<file path="src/rtl/core/fair_round_robin_aggregator_unit_macros.svh">
// Assertion macros for the round-robin aggregator.
`ifndef FAIR_ROUND_ROBIN_AGGREGATOR_UNIT_MACROS_SVH
`define FAIR_ROUND_ROBIN_AGGREGATOR_UNIT_MACROS_SVH
`ifndef SYNTHESIS
`define FRRA_ASSERT(lbl, prop) \
  lbl: assert property (@(posedge clk) disable iff (!rst_n) prop) \
    else $error("frra assertion failed");
`define FRRA_ASSERT_RST(lbl, prop) \
  lbl: assert property (@(posedge clk) prop) \
    else $error("frra reset assertion failed");
`else
`define FRRA_ASSERT(lbl, prop)
`define FRRA_ASSERT_RST(lbl, prop)
`endif
`endif

</file>
<file path="src/rtl/core/frra_pkg.sv">
// Package with types and constants of the round-robin aggregator.
`default_nettype none
package frra_pkg;
  localparam int MAX_SOURCES = 16;
  localparam int ID_W = 4;
  localparam int SLOT_W = 4;
  localparam int CNT_W = 5;
  localparam int OP_W = 3;

  localparam logic [OP_W-1:0] OP_ATTACH = 3'd0;
  localparam logic [OP_W-1:0] OP_DETACH = 3'd1;
  localparam logic [OP_W-1:0] OP_DEACTIVATE = 3'd2;
  localparam logic [OP_W-1:0] OP_REACTIVATE = 3'd3;
  localparam logic [OP_W-1:0] OP_RECEIVE = 3'd4;

  typedef struct packed {
    logic [OP_W-1:0] opcode;
    logic [ID_W-1:0] source_id;
    logic [15:0] ready_mask;
  } in_word_t;

  typedef struct packed {
    logic granted;
    logic [ID_W-1:0] grant_source;
    logic [CNT_W-1:0] active_count;
    logic [CNT_W-1:0] attached_count;
    logic wake;
    logic op_error;
  } out_word_t;
endpackage
`default_nettype wire

</file>
<file path="src/rtl/core/fair_round_robin_aggregator_unit.sv">
// Round-robin aggregator over an active set of attached sources.
//
// One input word carries an operation (attach, detach, deactivate,
// reactivate or receive) and one output word reports its outcome, with the
// grant of a receive and the counts after the operation. Both channels use
// valid and ready. The block takes one word at a time through a small
// sequencer; in_ready is high only while it waits for the next word.
// A slot swap reads both slots and then writes both, since each table has
// one read and one write port. Attach, deactivate and reactivate need at
// most one swap and detach up to two. A receive tries the active slots in
// turn and, on its first step, wraps a stale pointer by repeated
// subtraction in the compare and subtract state.
// A finished word sits in an output register, so the next word can be
// accepted while it waits; a stalled receiver holds the block in its final
// state only when a second result is ready before the first is taken.
// Reset empties the source set, clears the pointer and drops out_valid.
// The slot tables are not cleared; only their attached entries are read.
`default_nettype none
`include "fair_round_robin_aggregator_unit_macros.svh"
module fair_round_robin_aggregator_unit (
  input  wire logic clk,
  input  wire logic rst_n,
  input  wire logic in_valid,
  output logic in_ready,
  input  wire frra_pkg::in_word_t in_word,
  output logic out_valid,
  input  wire logic out_ready,
  output frra_pkg::out_word_t out_word
);
  import frra_pkg::*;

  localparam logic [3:0] ST_IDLE = 4'd0;
  localparam logic [3:0] ST_EXEC = 4'd1;
  localparam logic [3:0] ST_SW_RA = 4'd2;
  localparam logic [3:0] ST_SW_RB = 4'd3;
  localparam logic [3:0] ST_SW_WA = 4'd4;
  localparam logic [3:0] ST_SW_WB = 4'd5;
  localparam logic [3:0] ST_DT2 = 4'd6;
  localparam logic [3:0] ST_SC_STEP = 4'd7;
  localparam logic [3:0] ST_SC_MOD = 4'd8;
  localparam logic [3:0] ST_DONE = 4'd9;

  logic [3:0] state_r, state_nxt, ret_r, ret_nxt;
  logic [OP_W-1:0] op_r;
  logic [ID_W-1:0] src_r;
  logic [15:0] ready_r;
  logic [ID_W-1:0] tab_r [MAX_SOURCES];
  logic [SLOT_W-1:0] sos_r [16];
  logic [15:0] att_bits_r, att_bits_nxt;
  logic [CNT_W-1:0] att_tot_r, att_tot_nxt, act_tot_r, act_tot_nxt;
  logic [SLOT_W-1:0] rr_r, rr_nxt;
  logic start_r, start_nxt;
  logic [SLOT_W-1:0] sw_a_r, sw_a_nxt, sw_b_r, sw_b_nxt, a2_r, a2_nxt;
  logic [ID_W-1:0] ta_r, ta_nxt, tb_r, tb_nxt;
  logic [CNT_W-1:0] cnt_r, cnt_nxt, v_r, v_nxt;
  logic gr_r, gr_nxt, wake_r, wake_nxt, err_r, err_nxt;
  logic [ID_W-1:0] gsrc_r, gsrc_nxt;
  logic out_valid_r, out_valid_nxt;
  out_word_t out_word_r, out_word_nxt;

  logic [SLOT_W-1:0] tab_raddr;
  logic [ID_W-1:0] tab_rdata;
  logic [SLOT_W-1:0] sos_rdata;
  logic tab_we, sos_we;
  logic [SLOT_W-1:0] tab_waddr;
  logic [ID_W-1:0] tab_wdata;
  logic [ID_W-1:0] sos_waddr;
  logic [SLOT_W-1:0] sos_wdata;
  logic src_att, src_act;
  logic [CNT_W-1:0] act_dec;

  assign in_ready = (state_r == ST_IDLE);
  assign out_valid = out_valid_r;
  assign out_word = out_word_r;

  assign tab_rdata = tab_r[tab_raddr];
  assign sos_rdata = sos_r[src_r];
  assign src_att = att_bits_r[src_r];
  assign src_act = src_att && ({1'b0, sos_rdata} < act_tot_r);
  assign act_dec = act_tot_r - 5'd1;

  always_comb begin
    unique case (state_r)
      ST_SW_RB: tab_raddr = sw_b_r;
      ST_SC_MOD: tab_raddr = v_r[SLOT_W-1:0];
      default: tab_raddr = sw_a_r;
    endcase
  end

  always_comb begin
    state_nxt = state_r;
    ret_nxt = ret_r;
    att_bits_nxt = att_bits_r;
    att_tot_nxt = att_tot_r;
    act_tot_nxt = act_tot_r;
    rr_nxt = rr_r;
    start_nxt = start_r;
    sw_a_nxt = sw_a_r;
    sw_b_nxt = sw_b_r;
    a2_nxt = a2_r;
    ta_nxt = ta_r;
    tb_nxt = tb_r;
    cnt_nxt = cnt_r;
    v_nxt = v_r;
    gr_nxt = gr_r;
    gsrc_nxt = gsrc_r;
    wake_nxt = wake_r;
    err_nxt = err_r;
    out_valid_nxt = out_valid_r && !out_ready;
    out_word_nxt = out_word_r;
    tab_we = 1'b0;
    tab_waddr = sw_a_r;
    tab_wdata = tb_r;
    sos_we = 1'b0;
    sos_waddr = tb_r;
    sos_wdata = sw_a_r;

    unique case (state_r)
      ST_IDLE: begin
        if (in_valid) begin
          state_nxt = ST_EXEC;
        end
      end
      ST_EXEC: begin
        gr_nxt = 1'b0;
        gsrc_nxt = '0;
        wake_nxt = 1'b0;
        err_nxt = 1'b0;
        state_nxt = ST_DONE;
        ret_nxt = ST_DONE;
        unique case (op_r)
          OP_ATTACH: begin
            if (src_att || (att_tot_r >= CNT_W'(MAX_SOURCES))) begin
              err_nxt = 1'b1;
            end else begin
              tab_we = 1'b1;
              tab_waddr = att_tot_r[SLOT_W-1:0];
              tab_wdata = src_r;
              sos_we = 1'b1;
              sos_waddr = src_r;
              sos_wdata = att_tot_r[SLOT_W-1:0];
              att_bits_nxt[src_r] = 1'b1;
              att_tot_nxt = att_tot_r + 5'd1;
              act_tot_nxt = act_tot_r + 5'd1;
              wake_nxt = (act_tot_r == '0);
              if (att_tot_r != act_tot_r) begin
                sw_a_nxt = att_tot_r[SLOT_W-1:0];
                sw_b_nxt = act_tot_r[SLOT_W-1:0];
                state_nxt = ST_SW_RA;
              end
            end
          end
          OP_DETACH, OP_DEACTIVATE: begin
            if (!src_att || ((op_r == OP_DEACTIVATE) && !src_act)) begin
              err_nxt = 1'b1;
            end else begin
              state_nxt = ST_SW_RA;
              if (src_act) begin
                sw_a_nxt = sos_rdata;
                sw_b_nxt = act_dec[SLOT_W-1:0];
                a2_nxt = act_dec[SLOT_W-1:0];
                act_tot_nxt = act_dec;
                if (act_dec == '0) begin
                  start_nxt = 1'b1;
                  rr_nxt = '0;
                end else if (sos_rdata == rr_r) begin
                  rr_nxt = (sos_rdata == '0) ? SLOT_W'(act_dec - 5'd1)
                                             : sos_rdata - 4'd1;
                end
                if (op_r == OP_DETACH) begin
                  ret_nxt = ST_DT2;
                end
              end else begin
                sw_a_nxt = sos_rdata;
                sw_b_nxt = SLOT_W'(att_tot_r - 5'd1);
              end
              if (op_r == OP_DETACH) begin
                att_tot_nxt = att_tot_r - 5'd1;
                att_bits_nxt[src_r] = 1'b0;
              end
            end
          end
          OP_REACTIVATE: begin
            if (!src_att || src_act) begin
              err_nxt = 1'b1;
            end else begin
              sw_a_nxt = sos_rdata;
              sw_b_nxt = act_tot_r[SLOT_W-1:0];
              act_tot_nxt = act_tot_r + 5'd1;
              wake_nxt = (act_tot_r == '0);
              state_nxt = ST_SW_RA;
            end
          end
          OP_RECEIVE: begin
            cnt_nxt = act_tot_r;
            if (act_tot_r != '0) begin
              state_nxt = ST_SC_STEP;
            end
          end
          default: begin
            err_nxt = 1'b1;
          end
        endcase
      end
      ST_SW_RA: begin
        ta_nxt = tab_rdata;
        state_nxt = ST_SW_RB;
      end
      ST_SW_RB: begin
        tb_nxt = tab_rdata;
        tab_we = 1'b1;
        tab_waddr = sw_b_r;
        tab_wdata = ta_r;
        state_nxt = ST_SW_WA;
      end
      ST_SW_WA: begin
        tab_we = 1'b1;
        sos_we = 1'b1;
        state_nxt = ST_SW_WB;
      end
      ST_SW_WB: begin
        sos_we = 1'b1;
        sos_waddr = ta_r;
        sos_wdata = sw_b_r;
        state_nxt = ret_r;
      end
      ST_DT2: begin
        sw_a_nxt = a2_r;
        sw_b_nxt = att_tot_r[SLOT_W-1:0];
        ret_nxt = ST_DONE;
        state_nxt = ST_SW_RA;
      end
      ST_SC_STEP: begin
        if (start_r) begin
          v_nxt = '0;
          start_nxt = 1'b0;
        end else begin
          v_nxt = {1'b0, rr_r} + 5'd1;
        end
        state_nxt = ST_SC_MOD;
      end
      ST_SC_MOD: begin
        if (v_r >= act_tot_r) begin
          v_nxt = v_r - act_tot_r;
        end else begin
          rr_nxt = v_r[SLOT_W-1:0];
          if (ready_r[tab_rdata]) begin
            gr_nxt = 1'b1;
            gsrc_nxt = tab_rdata;
            state_nxt = ST_DONE;
          end else begin
            cnt_nxt = cnt_r - 5'd1;
            state_nxt = (cnt_r == 5'd1) ? ST_DONE : ST_SC_STEP;
          end
        end
      end
      ST_DONE: begin
        if (!out_valid_r || out_ready) begin
          out_valid_nxt = 1'b1;
          out_word_nxt.granted = gr_r;
          out_word_nxt.grant_source = gsrc_r;
          out_word_nxt.active_count = act_tot_r;
          out_word_nxt.attached_count = att_tot_r;
          out_word_nxt.wake = wake_r;
          out_word_nxt.op_error = err_r;
          state_nxt = ST_IDLE;
        end
      end
      default: begin
        state_nxt = ST_IDLE;
      end
    endcase
  end

  always_ff @(posedge clk) begin
    if (tab_we) begin
      tab_r[tab_waddr] <= tab_wdata;
    end
    if (sos_we) begin
      sos_r[sos_waddr] <= sos_wdata;
    end
  end

  always_ff @(posedge clk) begin
    if (!rst_n) begin
      state_r <= ST_IDLE;
      att_bits_r <= '0;
      att_tot_r <= '0;
      act_tot_r <= '0;
      rr_r <= '0;
      start_r <= 1'b1;
      out_valid_r <= 1'b0;
    end else begin
      state_r <= state_nxt;
      att_bits_r <= att_bits_nxt;
      att_tot_r <= att_tot_nxt;
      act_tot_r <= act_tot_nxt;
      rr_r <= rr_nxt;
      start_r <= start_nxt;
      out_valid_r <= out_valid_nxt;
    end
  end

  always_ff @(posedge clk) begin
    if (in_valid && in_ready) begin
      op_r <= in_word.opcode;
      src_r <= in_word.source_id;
      ready_r <= in_word.ready_mask;
    end
    ret_r <= ret_nxt;
    sw_a_r <= sw_a_nxt;
    sw_b_r <= sw_b_nxt;
    a2_r <= a2_nxt;
    ta_r <= ta_nxt;
    tb_r <= tb_nxt;
    cnt_r <= cnt_nxt;
    v_r <= v_nxt;
    gr_r <= gr_nxt;
    gsrc_r <= gsrc_nxt;
    wake_r <= wake_nxt;
    err_r <= err_nxt;
    out_word_r <= out_word_nxt;
  end

  `FRRA_ASSERT(a_active_le_attached, act_tot_r <= att_tot_r)
  `FRRA_ASSERT(a_attached_popcount, $countones(att_bits_r) == 32'(att_tot_r))
  `FRRA_ASSERT(a_accept_starts_exec, (in_valid && in_ready) |=> (state_r == ST_EXEC))
  `FRRA_ASSERT(a_scan_bounded, (state_r == ST_SC_STEP) |-> (cnt_r != '0 && cnt_r <= act_tot_r))
  `FRRA_ASSERT_RST(a_reset_empty, !rst_n |=> (att_tot_r == '0 && !out_valid_r))
endmodule
`default_nettype wire

</file>
<file path="config.mk">
export PLATFORM = sky130hd
export DESIGN_NAME = fair_round_robin_aggregator_unit
export DESIGN_NICKNAME = d
export VERILOG_FILES = /design/src/rtl/core/frra_pkg.sv /design/src/rtl/core/fair_round_robin_aggregator_unit.sv
export VERILOG_INCLUDE_DIRS = /design/src /design/src/rtl/core
export SDC_FILE = /design/constraint.sdc
export NUM_CORES = 1
export LEC_CHECK = 0
export ABC_AREA = 1
export BUFFER_PORTS_ARGS = -buffer_cell sky130_fd_sc_hd__buf_2
export CORE_ASPECT_RATIO = 1.4
export CORE_MARGIN = 1.5
export CORE_UTILIZATION = 56
export DETAILED_ROUTE_END_ITERATION = 16
export GPL_ROUTABILITY_DRIVEN = 0
export PLACE_DENSITY = 0.79
export SLEW_MARGIN = 20
export SYNTH_ARGS = -nofsm -noshare
export SYNTH_HDL_FRONTEND = slang
export SYNTH_SLANG_ARGS = --single-unit
</file>
<file path="constraint.sdc">
create_clock -name clk -period 3.71 [get_ports clk]
set_input_delay 0.1855 -clock clk [delete_from_list [all_inputs] [get_ports clk]]
set_output_delay 0.1855 -clock clk [all_outputs]
set_load 0.02 [all_outputs]
</file>
==> results.yml, run 1 <==
status:
  status: "completed"
cells_and_area:
  layout_commonest_cell: "edfxtp_1"
  nNetsFinal: 1296
  area_growth_pct: 13.07
  final_cell_mix: "207 x edfxtp_1, 151 x nand2_1, 138 x nor2_1, 104 x nand3_1, 103 x inv_1"
  fill_cells: 1553
  multi_input_area_sq_um: 4144
  final_cells: 1522
  n_antenna_cell: 0
  seqCellArea_sq_um: 7017
  drive_above_1_share: 0.1272
cts:
  path_clk_slew_ns: 0.06
  cts.path.max_buffers: 3
  cts_buffers: 22
  htreeDepth: 1
  cts_setup_buffers: 0
  cts_root_buf: "clkbuf_16"
  cts_sinks: 247
  cts_tree: "built"
  insertion_delay_ns: 0.51
sta:
  setup_violations: 0
  period_needed_ns: 3.406
  grt_setup_unrepaired: "false"
  period_share: 0.9180
  fin_skew_ns: 0.01354
  finalSetupTns_ns: 0
  slew_headroom: 0.2885
  finalHoldViolations: 0
  tightest_slew_ns: 1.066
  slew_violations: 0
  fmax_ghz: 0.2936
place:
  portBuffers: 45
  place_inst: 1458
  hpwl_mm: 20.32
floorplan:
  pin_count: 46
  dieHeight_um: 174.6
  die_area_sq_um: 21920
  initial_utilization: 0.5728
  core-area_sq_um: 20560
  die_w_um: 125.6
  rows: 62
yosys:
  yosysUniqueCellTypes: 56
  netlist_top_cells_area: "edfxtp_1 53%, dfxtp_1 6.8%, nand2_1 4.8%, nor2_1 4.6%, nand3_1 4.4%"
  synth_area_sq_um: 11780
  netlist.area_leader.share: 0.5279
  ys_warn_count: 0
  syn_nets: 1213
  syn_area_per_cell_sq_um: 10.09
  seq_area_frac_synth: 0.5959
  synth_edf_count: 207
  synthCells: 1167
  synth_ff_type: "edfxtp_1"
  yosysTopAreaCell: "edfxtp_1"
  ys_ff_latch: 247
  async_reset_ff_frac: 0
critical_path:
  worstSetupPathType: "reg -> reg"
  crit_required_ns: 3.91
  crit_arrival_ns: 3.61
  slowest_stage: "dfxtp_1"
  rr_startpoint: "state_r[2]"
  reg2reg_depth: 16
  endpoint: "cnt_r[1]"
  crit_path_start_kind: "flip-flop"
  crit_start: "state_r[2]"
  worst_path_most_repeated_cell: "nand3_1"
  crit_path_max_incr_delay_ns: 0.61
  crit_fanout: 26
  crit_chain: "nor2_8 -> nand2_4 -> clkinv_1 -> nand2_1 -> o211ai_1 -> inv_1 -> nand3_1 -> nand3_1 -> nand2_2 -> inv_2 -> nand3_1 -> nand3_1 -> nand3_1 -> nand2_2 -> o221ai_1 -> inv_1"
  reg2reg_slack_ns: 0.30
  regToRegEndpoint: "cnt_r[1]"
  end_kind: "flip-flop"
route:
  drc: 0
  ant_nets: 0
  wl_mm: 28.93
  drt_pass1_iterations: 6
  routedWlPerCell_um: 19.01
  drtIter0Drc: 920
  num_vias: 9134
  via_per_inst: 6.001
global_routing:
  antenna_found_initial: 0
  grt.overflow.total: 0
  grt_max_degree: 47
  grt_pass1_vias: 8891
  grt_first_pass_wirelength_mm: 45.62
  grt.total_usage: 0.2622
power:
  power.total_w: 0.01163
  leakage_nw: 5.016
  max-vdd-ir-drop_mv: 0.5900
  cellPowerDensity_nw_per_um2: 873.8
run:
  cap_violations: 0
hold_path:
  hold_path_class: "in -> reg"
-- logic make-up (layout without fill, tap and decap cells) --
| logic type | after synthesis | in the layout | synth area share |
|---|---|---|---|
| adders and majority gates | 19 | 19 | 0.02083 |
| AOI/OAI and AO/OA | 247 | 247 | 0.1250 |
| xor gates and xnor gates | 22 | 22 | 0.01636 |
| and+or+nand+nor | 474 | 475 | 0.1853 |
| DFF | 247 | 247 | 0.5959 |
| buffers and inverters | 158 | 256 | 0.05664 |
-- synth_stat cells (all sizes together) (2+ instances only) --
library cell    n
ha             18
nor2          150
o31ai           3
clkinv          7
nor3           16
o21bai          2
o21ai         109
or2             3
o22ai           9
inv           113
dfxtp          40
o211ai         26
nand3         113
nand4          10
a221oi          3
nor4           13
clkbuf         17
xnor2           7
nand3b          3
edfxtp        207
a211oi          6
buf            21
xor2           15
a22oi          12
nand2         164
o221ai         10
a21oi          59
-- sequential cells by signal, summed over array words and instances (netlist names), 5 cells and up, named ones only --
name / count
ready_r: 16
out_word: 17
act_tot_r: 5
sos_r: 64
cnt_r: 5
tab_r: 64
att_tot_r: 5
v_r: 5
-- metrics by stage --
stage	hold WS [ns]	utilization	worst slack, ns	instance area, sq um
2_1_floorplan	0.2844	-	0.2278	11780
3_3_place_gp	0.3637	0.5995	0.2445	12320
3_5_place_dp	0.3640	0.5995	0.1870	12320
4_1_cts	0.007645	0.6452	0.1952	13260
5_1_grt	0.02853	0.6477	0.04957	13310
6_report	0.04558	0.6477	0.3042	13310
-- power by group --
| group | leakage (nW) | internal (W) | switching [W] |
|---|---|---|---|
| logic | 2.45 | 0.00160 | 0.00369 |
| registers | 2.22 | 0.00380 | 0.000277 |
| clock network | 0.344 | 0.00128 | 0.000980 |
| total | 5.02 | 0.00668 | 0.00495 |
-- critical path: cells and delay by family (launching register included) --
kind | cells | cell delay [ns]
and+or+nand+nor | 10 | 1.32
buffers and inverters | 4 | 0.79
DFF | 1 | 0.61
AOI/OAI and AO/OA | 2 | 0.32
-- cell type report --
cell class                      count  share of cell area
Tap cell                          256             0.02406
Multi-Input combinational cell    763              0.3112
Sequential cell                   247              0.5270
Inverter                          120             0.03440
Clock inverter                     13            0.008928
Timing Repair Buffer               96             0.05000
Clock buffer                       27             0.04436
-- layer usage --
metal	vias to the layer above	GRT usage	wire [um]
met1	4293	0.3024	10490
met3	105	0.03307	1787
met4	0	0.1259	1295
li1	4305	-	-
met2	431	0.4794	15360
met5	-	0	0
-- worst min-delay path by stage --
stage,from,endpoint,slack [ns],cells past startpoint
after floorplan,in_word[20],op_r[0],0.28,0
after global placement,in_word[21],op_r[1],0.36,1
after detailed placement,in_word[10],ready_r[10],0.36,1
after CTS,out_ready,out_valid,0.008,4
after global routing,out_ready,out_valid,0.03,4
final,out_ready,out_valid,0.05,4
-- what timing repair did --
action,4_1_cts,5_1_grt
gates resized for setup,0,12
endpoints found under the setup margin,0,125
hold buffers,23,0
endpoints found under the hold margin,27,0
No activity file was read; power rests on OpenSTA's default activity.
==> run 2, diff against run 1 <==
--- a/config.mk
+++ b/config.mk
@@ -8,12 +8,13 @@
 export LEC_CHECK = 0
 export ABC_AREA = 1
 export BUFFER_PORTS_ARGS = -buffer_cell sky130_fd_sc_hd__buf_2
+export CAP_MARGIN = 5
 export CORE_ASPECT_RATIO = 1.4
 export CORE_MARGIN = 1.5
-export CORE_UTILIZATION = 56
+export CORE_UTILIZATION = 60
 export DETAILED_ROUTE_END_ITERATION = 16
 export GPL_ROUTABILITY_DRIVEN = 0
-export PLACE_DENSITY = 0.79
+export PLACE_DENSITY = 0.81
 export SLEW_MARGIN = 20
 export SYNTH_ARGS = -nofsm -noshare
 export SYNTH_HDL_FRONTEND = slang
==> constraint.sdc (replaced) <==
create_clock -name clk -period 4 [get_ports clk]
set_input_delay 0.2 -clock clk [delete_from_list [all_inputs] [get_ports clk]]
set_output_delay 0.2 -clock clk [all_outputs]
set_load 0.02 [all_outputs]
==> results.yml, run 2 (same netlist as run 1, synthesis figures left out) <==
critical_path:
  crit_path_start_kind: "flip-flop"
  slowest_stage: "nor2_2"
  worst_path_most_repeated_cell: "nand3_1"
  crit_start: "state_r[1]"
  crit_arrival_ns: 4.02
  regToRegEndpoint: "cnt_r[2]"
  worstSetupPathType: "reg -> reg"
  crit_buf_inv: 2
  end_kind: "flip-flop"
  crit_path_max_incr_delay_ns: 0.40
  crit_fanout: 26
  worst-path-stages: 16
  crit_required_ns: 4.24
  endpoint: "cnt_r[2]"
  critPathTopFamily: "simple AND/OR/NAND/NOR gates"
  crit_chain: "nor2_2 -> nand2_4 -> nand3_1 -> nand3_2 -> clkinv_2 -> nand3_1 -> nand3_1 -> nand3_4 -> nand2_4 -> nand2_1 -> nand3_1 -> nand3_1 -> nand3_1 -> nand2_2 -> o221ai_1 -> inv_1"
  reg2reg_slack_ns: 0.22
  rr_startpoint: "state_r[1]"
  reg2reg_depth: 16
sta:
  setup_violations: 0
  finalHoldViolations: 0
  fin_skew_ns: 0.02082
  slew_violations: 0
  fmax_ghz: 0.2649
  layout_setup_ws_ns: 0.2249
  finalSetupTns_ns: 0
  period_needed_ns: 3.775
  grt_setup_unrepaired: "false"
  tightest_slew_ns: 0.9958
  period_share: 0.9438
  slew_headroom: 0.3320
run:
  cap_violations: 0
global_routing:
  antenna_found_initial: 0
  grt.total_usage: 0.2925
  grt_first_pass_wirelength_mm: 46.65
  grt_max_degree: 47
  grt.overflow.total: 0
  grt_pass1_vias: 9037
power:
  combPwrFrac: 0.446
  clockPowerShare: 0.204
  p_int_w: 0.006226
  leakage_nw: 4.990
  p_seq_frac: 0.350
  p_sw_w: 0.004683
  cellPowerDensity_nw_per_um2: 822.5
  swShare: 0.4293
  max-vdd-ir-drop_mv: 0.5135
place:
  portBuffers: 45
  hpwl_mm: 19.96
  dp_slack_ns: 0.2356
floorplan:
  die_w_um: 121.4
  initial_utilization: 0.6127
  pin_count: 46
  rows: 60
  die_area_sq_um: 20490
  dieHeight_um: 168.8
  core-area_sq_um: 19220
status:
  status: "completed"
route:
  drc: 0
  drtIter0Drc: 978
  routedWlPerCell_um: 19.84
  ant_nets: 0
  num_vias: 9369
  drt_pass1_iterations: 6
  via_per_inst: 6.221
  wl_mm: 29.89
cts:
  insertion_delay_ns: 0.52
  path_clk_slew_ns: 0.07
  cts_tree: "built"
  cts_buffers: 22
  htreeDepth: 1
  cts_root_buf: "clkbuf_16"
  cts_sinks: 247
  cts.path.max_buffers: 3
cells_and_area:
  n_antenna_cell: 0
  area_growth_pct: 12.63
  final_cell_mix: "207 x edfxtp_1, 152 x nand2_1, 145 x nor2_1, 104 x nand3_1, 102 x inv_1"
  nNetsFinal: 1288
  layout_commonest_cell: "edfxtp_1"
  drive_above_1_share: 0.1192
  fill_cells: 1395
hold_path:
  hold_path_class: "in -> reg"
==> run 2: changes by cell type in the layout (fill, tap and decap cells not counted), moves of 2 or more <==
cell and delta:
buf_4 -8, nor2_1 +7, nor2_2 -7, inv_6 +4
clkbuf_1 -2, clkinv_1 -2, clkinvlp_4 +2
==> run 2: repair_timing <==
action	4_1_cts	5_1_grt
hold buffers	23	0
gates resized for setup	0	2
endpoints found under the setup margin	0	13
setup buffers	0	0
endpoints found under the hold margin	27	0
==> run 2: worst min path at each step <==
stage                startpoint           to  slack (ns)  cells after the start
detailed placement  in_word[13]  ready_r[13]        0.38                      1
global route          out_ready    out_valid        0.06                      4
floorplan           in_word[20]      op_r[0]        0.30                      0
finish                out_ready    out_valid        0.04                      4
global placement     in_word[3]   ready_r[3]        0.38                      1
CTS                   out_ready    out_valid        0.02                      4
==> run 2: per-stage QoR <==
stage	utilization	power (W)	cell area, sq um	hold WS, ns	cells
after floorplan	-	0.007181	11780	0.2989	1167
after global placement	0.6372	0.008392	12250	0.3763	1441
after detailed placement	0.6376	0.008506	12250	0.3781	1442
after CTS	0.6889	0.01077	13240	0.01772	1505
after global routing	0.6901	0.01148	13260	0.05971	1506
final	0.6901	0.01091	13260	0.03959	1506
==> run 2: worst min-delay path, delay by kind of cell <==
kind	cells	cell delay (ns)
simple gates	1	0.08
compound gates	1	0.06
buf+inv	2	0.16
==> run 2: per-layer routing <==
metal	track usage	wire, um	part of all wire
met1	0.3442	10490	0.35
met2	0.5099	15410	0.52
met4	0.1683	1647	0.055
met3	0.03976	2338	0.078
met5	0	0	0
==> run 2: cell type report <==
cell class	count	area, sq um	area share
Clock inverter	15	173.9	0.01311
Timing Repair Buffer	88	605.6	0.04566
Inverter	120	456.7	0.03443
Multi-Input combinational cell	763	4116	0.3104
Clock buffer	25	583.1	0.04396
Sequential cell	247	7017	0.5291
Tap cell	248	310.3	0.02340
==> run 2: power by group through the flow <==
stage	clock network [W]	registers, W	logic [W]
final	0.00223	0.00381	0.00487
after global routing	0.00232	0.00383	0.00532
after global placement	0	0.00384	0.00455
after floorplan	0	0.00376	0.00342
after detailed placement	0	0.00384	0.00466
after CTS	0.00222	0.00379	0.00475
